File: src/hw/rtl/bms_pkg.sv
// Package for the buzzer melody sequencer: input codes, status record,
// melody note table and melody length table. No dependencies.
`default_nettype none

package bms_pkg;

  localparam int NUM_SOUNDS = 6;
  localparam int MAX_NOTES  = 8;
  localparam int ROM_SOUNDS = 6;
  localparam int ROM_NOTES  = 7;

  localparam int TONE_W = 12;
  localparam int MS_W   = 9;
  localparam int IDX_W  = 4;
  localparam int SND_W  = 3;

  typedef enum logic [1:0] {
    MODE_TICK = 2'd0,
    MODE_PLAY = 2'd1,
    MODE_STOP = 2'd2
  } bms_mode_t;

  typedef struct packed {
    logic [TONE_W-1:0] freq;
    logic [MS_W-1:0]   ms;
  } bms_note_t;

  typedef struct packed {
    logic [TONE_W-1:0] tone;
    logic              armed;
  } bms_status_t;

  function automatic logic [IDX_W-1:0] length_rom(input logic [SND_W-1:0] id);
    logic [IDX_W-1:0] len;
    case (id)
      3'd0:    len = 4'd7;
      3'd1:    len = 4'd3;
      3'd2:    len = 4'd3;
      3'd3:    len = 4'd3;
      3'd4:    len = 4'd2;
      3'd5:    len = 4'd2;
      default: len = 4'd0;
    endcase
    return len;
  endfunction

  function automatic logic [IDX_W-1:0] melody_length(input logic [SND_W-1:0] id);
    logic [IDX_W-1:0] len;
    len = length_rom(id);
    if (int'(id) >= ROM_SOUNDS || int'(id) >= NUM_SOUNDS) begin
      len = '0;
    end else if (int'(len) > MAX_NOTES) begin
      len = IDX_W'(MAX_NOTES);
    end
    return len;
  endfunction

  function automatic bms_note_t note_rom(input logic [SND_W-1:0] id,
                                         input logic [2:0] idx);
    bms_note_t n;
    case ({id, idx})
      6'o00:   n = '{12'd1047, 9'd90};
      6'o01:   n = '{12'd0,    9'd30};
      6'o02:   n = '{12'd1319, 9'd90};
      6'o03:   n = '{12'd0,    9'd30};
      6'o04:   n = '{12'd1568, 9'd120};
      6'o05:   n = '{12'd0,    9'd30};
      6'o06:   n = '{12'd2093, 9'd320};
      6'o10:   n = '{12'd1319, 9'd50};
      6'o11:   n = '{12'd1568, 9'd50};
      6'o12:   n = '{12'd2093, 9'd90};
      6'o20:   n = '{12'd440,  9'd200};
      6'o21:   n = '{12'd0,    9'd60};
      6'o22:   n = '{12'd349,  9'd260};
      6'o30:   n = '{12'd988,  9'd110};
      6'o31:   n = '{12'd0,    9'd70};
      6'o32:   n = '{12'd988,  9'd110};
      6'o40:   n = '{12'd1047, 9'd60};
      6'o41:   n = '{12'd1568, 9'd90};
      6'o50:   n = '{12'd1568, 9'd60};
      6'o51:   n = '{12'd1047, 9'd90};
      default: n = '{12'd0,    9'd0};
    endcase
    return n;
  endfunction

endpackage

`default_nettype wire

File: src/hw/rtl/bms_seq.sv
// Melody sequencer state: timer, note pointer, armed flag and driven tone.
// Depends on bms_pkg for the note and length tables.
`default_nettype none

module bms_seq (
  input  logic                      clk,
  input  logic                      rst,
  input  logic                      step,
  input  logic [1:0]                mode,
  input  logic [bms_pkg::SND_W-1:0] sound_id,
  output bms_pkg::bms_status_t      status_next
);
  import bms_pkg::*;

  logic [SND_W-1:0]  active_sound, active_sound_next;
  logic [IDX_W-1:0]  note_index, note_index_next;
  logic [MS_W-1:0]   ticks_left, ticks_left_next;
  logic              armed, armed_next;
  logic [TONE_W-1:0] current_tone, current_tone_next;

  logic [IDX_W-1:0]  cur_len;
  logic [MS_W-1:0]   ticks_dec;
  bms_note_t         note;

  always_comb begin
    cur_len   = melody_length(active_sound);
    ticks_dec = ticks_left - MS_W'(1);
    note      = note_rom(active_sound, note_index[2:0]);

    active_sound_next = active_sound;
    note_index_next   = note_index;
    ticks_left_next   = ticks_left;
    armed_next        = armed;
    current_tone_next = current_tone;

    case (bms_mode_t'(mode))
      MODE_TICK: begin
        if (ticks_left != '0) begin
          ticks_left_next = ticks_dec;
          if (ticks_dec == '0) begin
            if (!armed || note_index >= cur_len || int'(note_index) >= ROM_NOTES) begin
              current_tone_next = '0;
              armed_next        = 1'b0;
              ticks_left_next   = '0;
            end else begin
              current_tone_next = note.freq;
              note_index_next   = note_index + IDX_W'(1);
              ticks_left_next   = (note.ms != '0) ? note.ms : MS_W'(1);
            end
          end
        end
      end
      MODE_PLAY: begin
        if (melody_length(sound_id) != '0) begin
          active_sound_next = sound_id;
          note_index_next   = '0;
          armed_next        = 1'b1;
          ticks_left_next   = MS_W'(1);
        end
      end
      MODE_STOP: begin
        active_sound_next = '0;
        note_index_next   = '0;
        ticks_left_next   = '0;
        armed_next        = 1'b0;
        current_tone_next = '0;
      end
      default: begin
      end
    endcase

    status_next.tone  = current_tone_next;
    status_next.armed = armed_next;
  end

  always_ff @(posedge clk) begin
    if (rst) begin
      active_sound <= '0;
      note_index   <= '0;
      ticks_left   <= '0;
      armed        <= 1'b0;
      current_tone <= '0;
    end else if (step) begin
      active_sound <= active_sound_next;
      note_index   <= note_index_next;
      ticks_left   <= ticks_left_next;
      armed        <= armed_next;
      current_tone <= current_tone_next;
    end
  end

`ifndef SYNTHESIS
  a_idle_timer_stopped: assert property (@(posedge clk) disable iff (rst)
    !armed |-> ticks_left == '0)
    else $error("timer running while idle");

  a_stop_clears: assert property (@(posedge clk) disable iff (rst)
    step && mode == MODE_STOP |=> !armed && current_tone == '0 && ticks_left == '0)
    else $error("stop did not clear state");

  a_index_bound: assert property (@(posedge clk) disable iff (rst)
    armed |-> int'(note_index) <= ROM_NOTES)
    else $error("note index beyond melody");

  a_play_arms: assert property (@(posedge clk) disable iff (rst)
    step && mode == MODE_PLAY && melody_length(sound_id) != '0
      |=> armed && ticks_left == MS_W'(1) && note_index == '0)
    else $error("play did not arm sequencer");
`endif

endmodule

`default_nettype wire

File: src/hw/rtl/buzzer_melody_sequencer.sv
// Top level of the buzzer melody sequencer: input register, sequencer
// state and result register. Depends on bms_pkg and bms_seq.
`default_nettype none

// One transfer in gives one transfer out. A new input is taken every cycle
// while the result side keeps up. The input register captures an item at its
// input transfer, and the sequencer update computed from it is loaded into the
// result register when the item advances, which a stalled result delays. A
// stalled result holds both registers.

module buzzer_melody_sequencer (
  input  logic                       clk,
  input  logic                       rst,
  input  logic                       in_valid,
  output logic                       in_stall,
  input  logic [1:0]                 mode,
  input  logic [bms_pkg::SND_W-1:0]  sound_id,
  output logic                       out_valid,
  input  logic                       out_stall,
  output logic [bms_pkg::TONE_W-1:0] tone_hz,
  output logic                       sounding,
  output logic                       playing
);
  import bms_pkg::*;

  logic             s1_valid;
  logic [1:0]       s1_mode;
  logic [SND_W-1:0] s1_sound;
  logic             advance;
  logic             accept;
  bms_status_t      status_next;

  assign advance  = s1_valid && !(out_valid && out_stall);
  assign in_stall = s1_valid && out_valid && out_stall;
  assign accept   = in_valid && !in_stall;

  always_ff @(posedge clk) begin
    if (rst) begin
      s1_valid <= 1'b0;
    end else if (accept) begin
      s1_valid <= 1'b1;
    end else if (advance) begin
      s1_valid <= 1'b0;
    end
  end

  always_ff @(posedge clk) begin
    if (accept) begin
      s1_mode  <= mode;
      s1_sound <= sound_id;
    end
  end

  bms_seq u_seq (
    .clk         (clk),
    .rst         (rst),
    .step        (advance),
    .mode        (s1_mode),
    .sound_id    (s1_sound),
    .status_next (status_next)
  );

  always_ff @(posedge clk) begin
    if (rst) begin
      out_valid <= 1'b0;
    end else if (advance) begin
      out_valid <= 1'b1;
    end else if (!out_stall) begin
      out_valid <= 1'b0;
    end
  end

  always_ff @(posedge clk) begin
    if (advance) begin
      tone_hz  <= status_next.tone;
      sounding <= (status_next.tone != '0);
      playing  <= status_next.armed;
    end
  end

`ifndef SYNTHESIS
  a_stall_only_when_full: assert property (@(posedge clk) disable iff (rst)
    in_stall |-> s1_valid && out_valid)
    else $error("input stalled with room to spare");

  a_result_follows: assert property (@(posedge clk) disable iff (rst)
    advance |=> out_valid)
    else $error("advanced item produced no result");

  a_no_overwrite: assert property (@(posedge clk) disable iff (rst)
    out_valid && out_stall |=> out_valid && $stable(tone_hz) && $stable(playing))
    else $error("held result overwritten");
`endif

endmodule

`default_nettype wire

File: config.mk
export PLATFORM = sky130hd
export DESIGN_NAME = buzzer_melody_sequencer
export DESIGN_NICKNAME = d
export VERILOG_FILES = /design/src/hw/rtl/bms_pkg.sv /design/src/hw/rtl/bms_seq.sv /design/src/hw/rtl/buzzer_melody_sequencer.sv
export SDC_FILE = /design/constraint.sdc
export NUM_CORES = 1
export LEC_CHECK = 0
export ABC_AREA = 1
export ABC_CLOCK_PERIOD_IN_PS = 2750
export BUFFER_PORTS_ARGS = -buffer_cell sky130_fd_sc_hd__buf_2
export CAP_MARGIN = 20
export CORE_UTILIZATION = 35
export CTS_CLUSTER_SIZE = 40
export DETAILED_ROUTE_END_ITERATION = 16
export MAX_ROUTING_LAYER = met4
export PLACE_DENSITY_LB_ADDON = 0.08
export SLEW_MARGIN = 20
export SYNTH_ARGS = -nofsm -noshare
export SYNTH_HDL_FRONTEND = slang
export SYNTH_HIERARCHICAL = 1
export SYNTH_SLANG_ARGS = --single-unit
File: constraint.sdc
create_clock -name clk -period 2.75 [get_ports clk]
set_input_delay 0.275 -clock clk [delete_from_list [all_inputs] [get_ports clk]]
set_output_delay 0.275 -clock clk [all_outputs]
set_load 0.1 [all_outputs]
==> results.md, run 1 <==
* WL met1 at around 4200 um
* Synth warn at 6
* Max-slew violations at 0
* Initial Utilization at 36.7%
* Final worst path period need at about 2.5 ns
* PwrDens at just over 500 mW/mm^2
* Peak VDD IR at about 0.2 mV
* Htree depth at 2
* Hold Buf Count CTS at 0
* Syn_area_per_cell at ~6.9 sq um
* Fmax at about 400 MHz
* Library cells used by synthesis at 39
* Dpl hpwl at 6520 um
* Die W at about 100 um
* Clock Skew at between 0.007 and 0.008 ns
* Worst-Skew Late Latency at 0.31 ns
* Unrepaired setup endpoints after global routing: no
* WL met3 at between 300 and 400 um
* Met2 wire length at approximately 4100 um
* Via density at approximately 4.8
* IO Pins at 25
* Clk pwr share at a little over a quarter
* Total CTS buffers at 5
* Gr ovfl total at 0
* Count of state elements after synthesis at 50
* Max-Cap Viols at 0
* Worst-Margin Slew at slightly below 0.9 ns
* Reg2Reg Setup Slack at about 0.23 ns
* Slew HR at roughly two fifths
* First-pass GRT wire length at 14300 um
* Power Internal at 0.00126 W
* Logic pwr share at roughly 30%
* DR vias at 3152
* DR DRC count at 0
* Layout cells sized above 1 at 16.1%
* Crit. Startpoint: u_seq/ticks_left[0]$_SDFFE_PP0P_
* Drt pass-1 iters at 5
* Net Sw Frac at between 30% and 40%
* Cell Area, Synth at about 0.0035 sq mm
* Largest net degree at the start of global routing at between 40 and 50
* Worst Path Class, Setup: register to register
* Number of global-route vias before repair at between 2k and 3k
* Setup TNS at 0 ns
* Initial DRC Count at ~180
* Clk pin slew, worst setup/hold paths at 0.10 ns
* CTS sink cnt at 50
* Worst Hold Endpoint: s1_mode[0]$_DFFE_PP_
* Max FO, Critical Path at 7
* Fin crit share at between 90% and 100%
* Core area at about 0.0094 sq mm
* Capturing point of the worst reg2reg path: sounding$_DFFE_PP_
* Reg2reg path depth at 15
* CP Capture Type: register
* Worst Path Arrival at around 2.6 ns
* Final hold viol count at 0
* Critical path required time at around 2.8 ns
* Reg2reg start: u_seq/ticks_left[0]$_SDFFE_PP0P_
* # nets final at 546
* Synthesized Nets at between 500 and 600
* Setup violators final at 0
* Register share of total power at ~43%
* Die area at between 0.01 and 0.015 sq mm
* Status: finished, final reports clean
* All-Layer GR Usage at a little under a fifth
* # fillers at 1035
* Initial antenna violation count at 0
* Post-Syn Instances at 498
* Clk buf depth at 2
* Uppermost layer routed: met4
* Post-route ant nets at 0
* Area growth syn-to-layout at 11.9%
* Hold depth at 1
* Pleak at about 1.8 nW
* Die Height at a little over 100 um
* Diode count at 0
* Hold_sp: mode[0]
* Count of input and output buffers at 24
* WL final at ~8700 um
* Root buffer cell: clkbuf_8
* Number of cell rows at 35
* WL per Instance at 13.4 um
* Sequential element share of the synthesized area at around 35%
* Switch Pwr at just over 0.0007 W
* Gpl congestion at between 0.8 and 0.9
* Pwr Total at between 0.0015 and 0.002 W
* Startpoint types: register
* CTS tree: done
* Min-delay worst type: input pin to register
==> final cells by class <==
type	instances	area [sq um]	area share (%)
Tap cell	129	161	4.18
Timing Repair Buffer	37	218	5.63
Clock buffer	5	68.8	1.78
Multi-Input combinational cell	376	1980	51.4
Sequential cell	50	1190	30.9
Inverter	52	195	5.05
Clock inverter	3	43.8	1.13
==> cells in the final DEF, fill, tap and decap left out, drive strengths merged <==
| cell type | netlist | routed |
|---|---|---|
| a211oi | 3 | 3 |
| a21boi | 3 | 3 |
| a21o | 1 | 1 |
| a21oi | 29 | 29 |
| and2 | 1 | 1 |
| buf | 9 | 37 |
| bufinv | 0 | 1 |
| clkbuf | 12 | 5 |
| clkinv | 1 | 2 |
| dfxtp | 31 | 31 |
| edfxtp | 19 | 19 |
| ha | 15 | 15 |
| inv | 51 | 52 |
| nand2 | 164 | 164 |
| nand3 | 36 | 37 |
| nand4 | 13 | 13 |
| nor2 | 69 | 69 |
| nor3 | 2 | 2 |
| o211ai | 2 | 2 |
| o21a | 2 | 2 |
| o21ai | 25 | 25 |
| o221ai | 1 | 1 |
| o31ai | 3 | 3 |
| xnor2 | 1 | 1 |
| xor2 | 5 | 5 |
==> critical path: stages (launching register included) <==
cell and delay, ns:
dfxtp_1 0.38, inv_2 0.08, ha_1 0.28, xor2_1 0.17, nor2_1 0.18, nand3_4 0.12
nor2_4 0.24, nand3_4 0.19, nand2_1 0.10, nand2_1 0.06, nand2_2 0.07, nand2_1 0.06
nor2_1 0.11, nand2_1 0.09, nor2_1 0.11, nand2_1 0.05
==> power by group through the flow <==
| stage | logic, W | registers, W | clock network [W] |
|---|---|---|---|
| after CTS | 0.000583 | 0.000856 | 0.000558 |
| after detailed placement | 0.000580 | 0.000873 | 0 |
| after global routing | 0.000660 | 0.000862 | 0.000589 |
| final | 0.000596 | 0.000855 | 0.000532 |
| after floorplan | 0.000373 | 0.000950 | 0 |
| after global placement | 0.000581 | 0.000873 | 0 |
==> cell usage after synthesis <==
library cell,number,share of area (%)
clkinv_1,1,0.11
nand2_1,149,16
buf_12,1,0.58
a21boi_0,3,0.65
xor2_1,2,0.51
nor2_4,3,0.98
nor2_2,4,0.72
o21ai_0,18,2.6
inv_1,48,5.2
and2_0,1,0.18
nor3_1,1,0.14
a211oi_1,3,0.65
o21ai_1,6,0.87
clkbuf_1,12,1.3
o21a_1,2,0.43
nor2_1,62,6.7
a21oi_2,1,0.25
buf_2,6,0.87
nand2_2,14,2.5
nand4_1,13,2.4
edfxtp_1,19,17
o211ai_1,2,0.43
o21ai_2,1,0.25
o31ai_1,3,0.65
a21oi_1,28,4.1
o221ai_1,1,0.25
ha_1,15,5.4
nand3_1,31,4.5
nand3_2,3,0.87
xnor2_1,1,0.25
xor2_4,2,1.6
inv_2,3,0.33
dfxtp_1,31,18
a21o_1,1,0.22
nand2_4,1,0.33
xor2_2,1,0.47
nor3_4,1,0.47
buf_4,2,0.43
nand3_4,2,1.0
==> logic make-up after synthesis <==
group / after synthesis / synth area share (%)
AND/OR/NAND/NOR: 285 / 37.0
buffers and inverters: 73 / 8.84
AO/OA/AOI/OAI: 69 / 11.3
flip-flops: 50 / 34.5
adder cells (fa/ha/maj): 15 / 5.44
XOR/XNOR: 6 / 2.83
==> metrics by stage <==
step / setup WS, ns / hold WS, ns / utilization [%] / cells / cell area, sq um
5_1_grt: 0.00716 / 0.116 / 41.0 / 652 / 3860
6_report: 0.227 / 0.138 / 41.0 / 652 / 3860
4_1_cts: 0.178 / 0.123 / 40.8 / 650 / 3840
2_1_floorplan: 0.173 / 0.337 / - / 498 / 3460
3_3_place_gp: 0.224 / 0.453 / 39.6 / 642 / 3720
3_5_place_dp: 0.202 / 0.453 / 39.6 / 642 / 3720
==> what timing repair did <==
item / CTS / global route
setup buffers: 0 / 1
gates resized for setup: 0 / 2
endpoints found under the setup margin: 0 / 2
==> how the worst max path moves through the flow <==
| stage | end | slack [ns] |
|---|---|---|
| 6_report | sounding$_DFFE_PP_ | 0.23 |
| 5_1_grt | sounding$_DFFE_PP_ | 0.007 |
| 4_1_cts | sounding$_DFFE_PP_ | 0.18 |
| 3_5_place_dp | sounding$_DFFE_PP_ | 0.20 |
| 3_3_place_gp | sounding$_DFFE_PP_ | 0.22 |
| 2_1_floorplan | u_seq/ticks_left[2]$_SDFFE_PP0P_ | 0.17 |
==> sequential cells by signal, summed over array words and instances (netlist names), 2 cells and up <==
name / cells
s1_mode: 2
u_seq/note_index: 4
u_seq/active_sound: 3
s1_sound: 3
u_seq/current_tone: 12
tone_hz: 12
u_seq/ticks_left: 9
==> metal layers <==
layer | GRT usage [%] | vias to the layer above
met2 | 30.6 | 63
li1 | - | 1649
met5 | - | -
met4 | 4.79 | 0
met1 | 23.8 | 1431
met3 | 2.76 | 9
Power figures use the tool's default switching activity.
==> run 2, diff against run 1 <==
ABC_CLOCK_PERIOD_IN_PS = 2300   (was 2750)
CORE_UTILIZATION = 45   (was 35)
clock period = 2.3 ns   (was 2.75 ns; I/O delays follow)
==> run 2 against run 1 <==
Wire length is 0.10% higher. Critical path type unchanged. Die area is 22% lower. Highest routed layer unchanged. Total power rose by 21%. First-iteration DRC count fell by 20%.
==> results.md, run 2 (same netlist as run 1, synthesis figures left out) <==
* Status: finished, final reports clean
* Drt pass-1 iters at 6 (+1)
* Unrepaired setup endpoints after global routing: yes
* Die W at 89.6 um (-12%)
* Core area at 0.00733 sq mm (-22%)
* Initial DRC Count at 140 (-20%)
* Initial Utilization at 47.1% (+10 points)
* Gr ovfl total at 0 (unchanged)
* PwrDens at 557 mW/mm^2 (+8.5%)
* Fin crit share at 97.7% (+6.0 points)
* Initial antenna violation count at 0 (unchanged)
* Clk pin slew, worst setup/hold paths at 0.10 ns (about the same)
* Diode count at 0 (unchanged)
* Die Height at 89.6 um (-12%)
* Max-Cap Viols at 0 (unchanged)
* # fillers at 705 (-32%)
* Setup TNS at 0 ns (unchanged)
* WL per Instance at 13.2 um (-1.4%)
* Reg2Reg Setup Slack at 0.05 ns (-0.18 ns)
* CTS sink cnt at 50 (unchanged)
* Reg2reg path depth at 16 (+1)
* CP Capture Type: register
* Footprint of the multi-input gates at 0.00213 sq mm (+7.4%)
* Setup violators final at 0 (unchanged)
* Dpl hpwl at 6250 um (-4.0%)
* Reg2reg start: u_seq/active_sound[1]$_SDFFE_PP0P_
* Count of input and output buffers at 24 (unchanged)
* Pleak at 2.03 nW (+12%)
* Pwr Total at 0.00240 W (+21%)
* First-pass GRT wire length at 13900 um (-2.9%)
* Area growth syn-to-layout at 24.7%
* Layout cells sized above 1 at 29.7% (+14 points)
* Number of global-route vias before repair at 3026 (+4.3%)
* Crit. Startpoint: u_seq/active_sound[1]$_SDFFE_PP0P_
* Max FO, Critical Path at 7 (unchanged)
* Gpl congestion at 0.940 (+5.0%)
* Max-slew violations at 0 (unchanged)
* Startpoint types: register
* Most frequent cells in the layout: nand2_1, nor2_1, buf_4
* Post-route ant nets at 0 (unchanged)
* Largest net degree at the start of global routing at 42 (unchanged)
* Htree depth at 2 (unchanged)
* Root buffer cell: clkbuf_8
* Worst-Skew Late Latency at 0.31 ns (about the same)
* CTS tree: done
* All-Layer GR Usage at 23.4% (+4.8 points)
* Top Registers: tone_hz: 12 flops, u_seq/current_tone: 12 flops, u_seq/ticks_left: 9 flops
* Worst Path Class, Setup: register to register
* Number of cell rows at 31 (-11%)
* Min-delay worst type: input pin to register
* Capturing point of the worst reg2reg path: sounding$_DFFE_PP_
* Commonest non-fill, non-tap cell in the layout: nand2_1
* Fmax at 445 MHz (+12%)
* Crit path to: sounding$_DFFE_PP_
* Hold Buf Count CTS at 0 (unchanged)
* Clk buf depth at 2 (unchanged)
* Worst-Margin Slew at 0.589 ns (-0.286 ns)
* Final worst path period need at 2.25 ns (-0.275 ns)
* Total CTS buffers at 5 (unchanged)
* Slew HR at 60.8% (+19 points)
* Peak VDD IR at 0.272 mV (+36%)
* Critical path required time at 2.50 ns (-0.32 ns)
* DR vias at 3365 (+6.8%)
* Clock Skew at 0.00969 ns (+0.00254 ns)
* Via density at 5.08 (+5.1%)
* Worst Path Arrival at 2.44 ns (-0.15 ns)
* Die area at 0.00803 sq mm (-22%)
* DR DRC count at 0 (unchanged)
* # nets final at 586 (+7.3%)
* IO Pins at 25 (unchanged)
* Register area at 0.00121 sq mm (+1.5%)
* Final hold viol count at 0 (unchanged)
* WL final at 8740 um (+0.10%)
## run 2: timing repair
| action | in CTS | in global routing |
|---|---|---|
| endpoints found under the hold margin | 0 | 0 |
| gates resized for setup | 15 | 52 |
| pin swaps | 8 | 26 |
| endpoints found under the setup margin | 1 | 18 |
| buffers inserted | 7 | 8 |
## run 2: stage by stage
| stage | util, % | instance area, sq um | hold slack (ns) | worst slack, ns | instances |
|---|---|---|---|---|---|
| finish | 58.7 | 4310 | 0.0880 | 0.0521 | 662 |
| global route | 58.7 | 4310 | 0.0667 | -0.137 | 662 |
| CTS | 55.7 | 4080 | 0.0773 | 0.00245 | 654 |
| detailed placement | 53.1 | 3890 | 0.408 | -0.127 | 639 |
| global placement | 53.1 | 3890 | 0.409 | -0.144 | 639 |
| floorplan | - | 3470 | 0.292 | 0.00613 | 498 |
## run 2: report_power, final
part	internal (W)	switching, W	leakage, nW
logic	0.000296	0.000545	1.54
clock network	0.000215	0.000319	0.0458
registers	0.000977	0.0000454	0.442
total	0.00149	0.000910	2.03
## run 2: how the worst min path moves through the flow
stage / start / end / slack, ns / cells past startpoint
2_1_floorplan: rst / out_valid$_SDFFE_PP0P_ / 0.29 / 1
3_3_place_gp: sound_id[0] / s1_sound[0]$_DFFE_PP_ / 0.41 / 1
3_5_place_dp: mode[1] / s1_mode[1]$_DFFE_PP_ / 0.41 / 1
4_1_cts: sound_id[0] / s1_sound[0]$_DFFE_PP_ / 0.08 / 1
5_1_grt: sound_id[0] / s1_sound[0]$_DFFE_PP_ / 0.07 / 1
6_report: sound_id[1] / s1_sound[1]$_DFFE_PP_ / 0.09 / 1
## run 2: per-layer routing
metal / track usage [%] / up-vias / wire (um)
met5: - / - / 0
met4: 8.23 / 0 / 113
met3: 4.20 / 16 / 380
met2: 37.9 / 79 / 4240
met1: 29.2 / 1545 / 4010
li1: - / 1725 / -
## run 2: cell type report
cell class | count | area share, %
clock buffer | 5 | 1.60
clock inverter | 3 | 0.494
inverter | 52 | 4.62
multi-input combinational | 375 | 49.5
sequential | 50 | 28.1
tap | 99 | 2.88
timing repair buffer | 78 | 12.8
## run 2: critical path, stage by stage (launching register included)
cell and delay [ns]:
dfxtp_4 0.37, nor2_4 0.11, nand2_1 0.07, ha_1 0.19, nor3_2 0.12, o21a_1 0.15, nand2_2 0.10, a21oi_4 0.21
buf_6 0.15, nand4_1 0.15, nand2_1 0.13, nand2_2 0.06, nand2_2 0.08, nor2_1 0.05, nand2_1 0.09, nor2_2 0.06
nand2_1 0.05
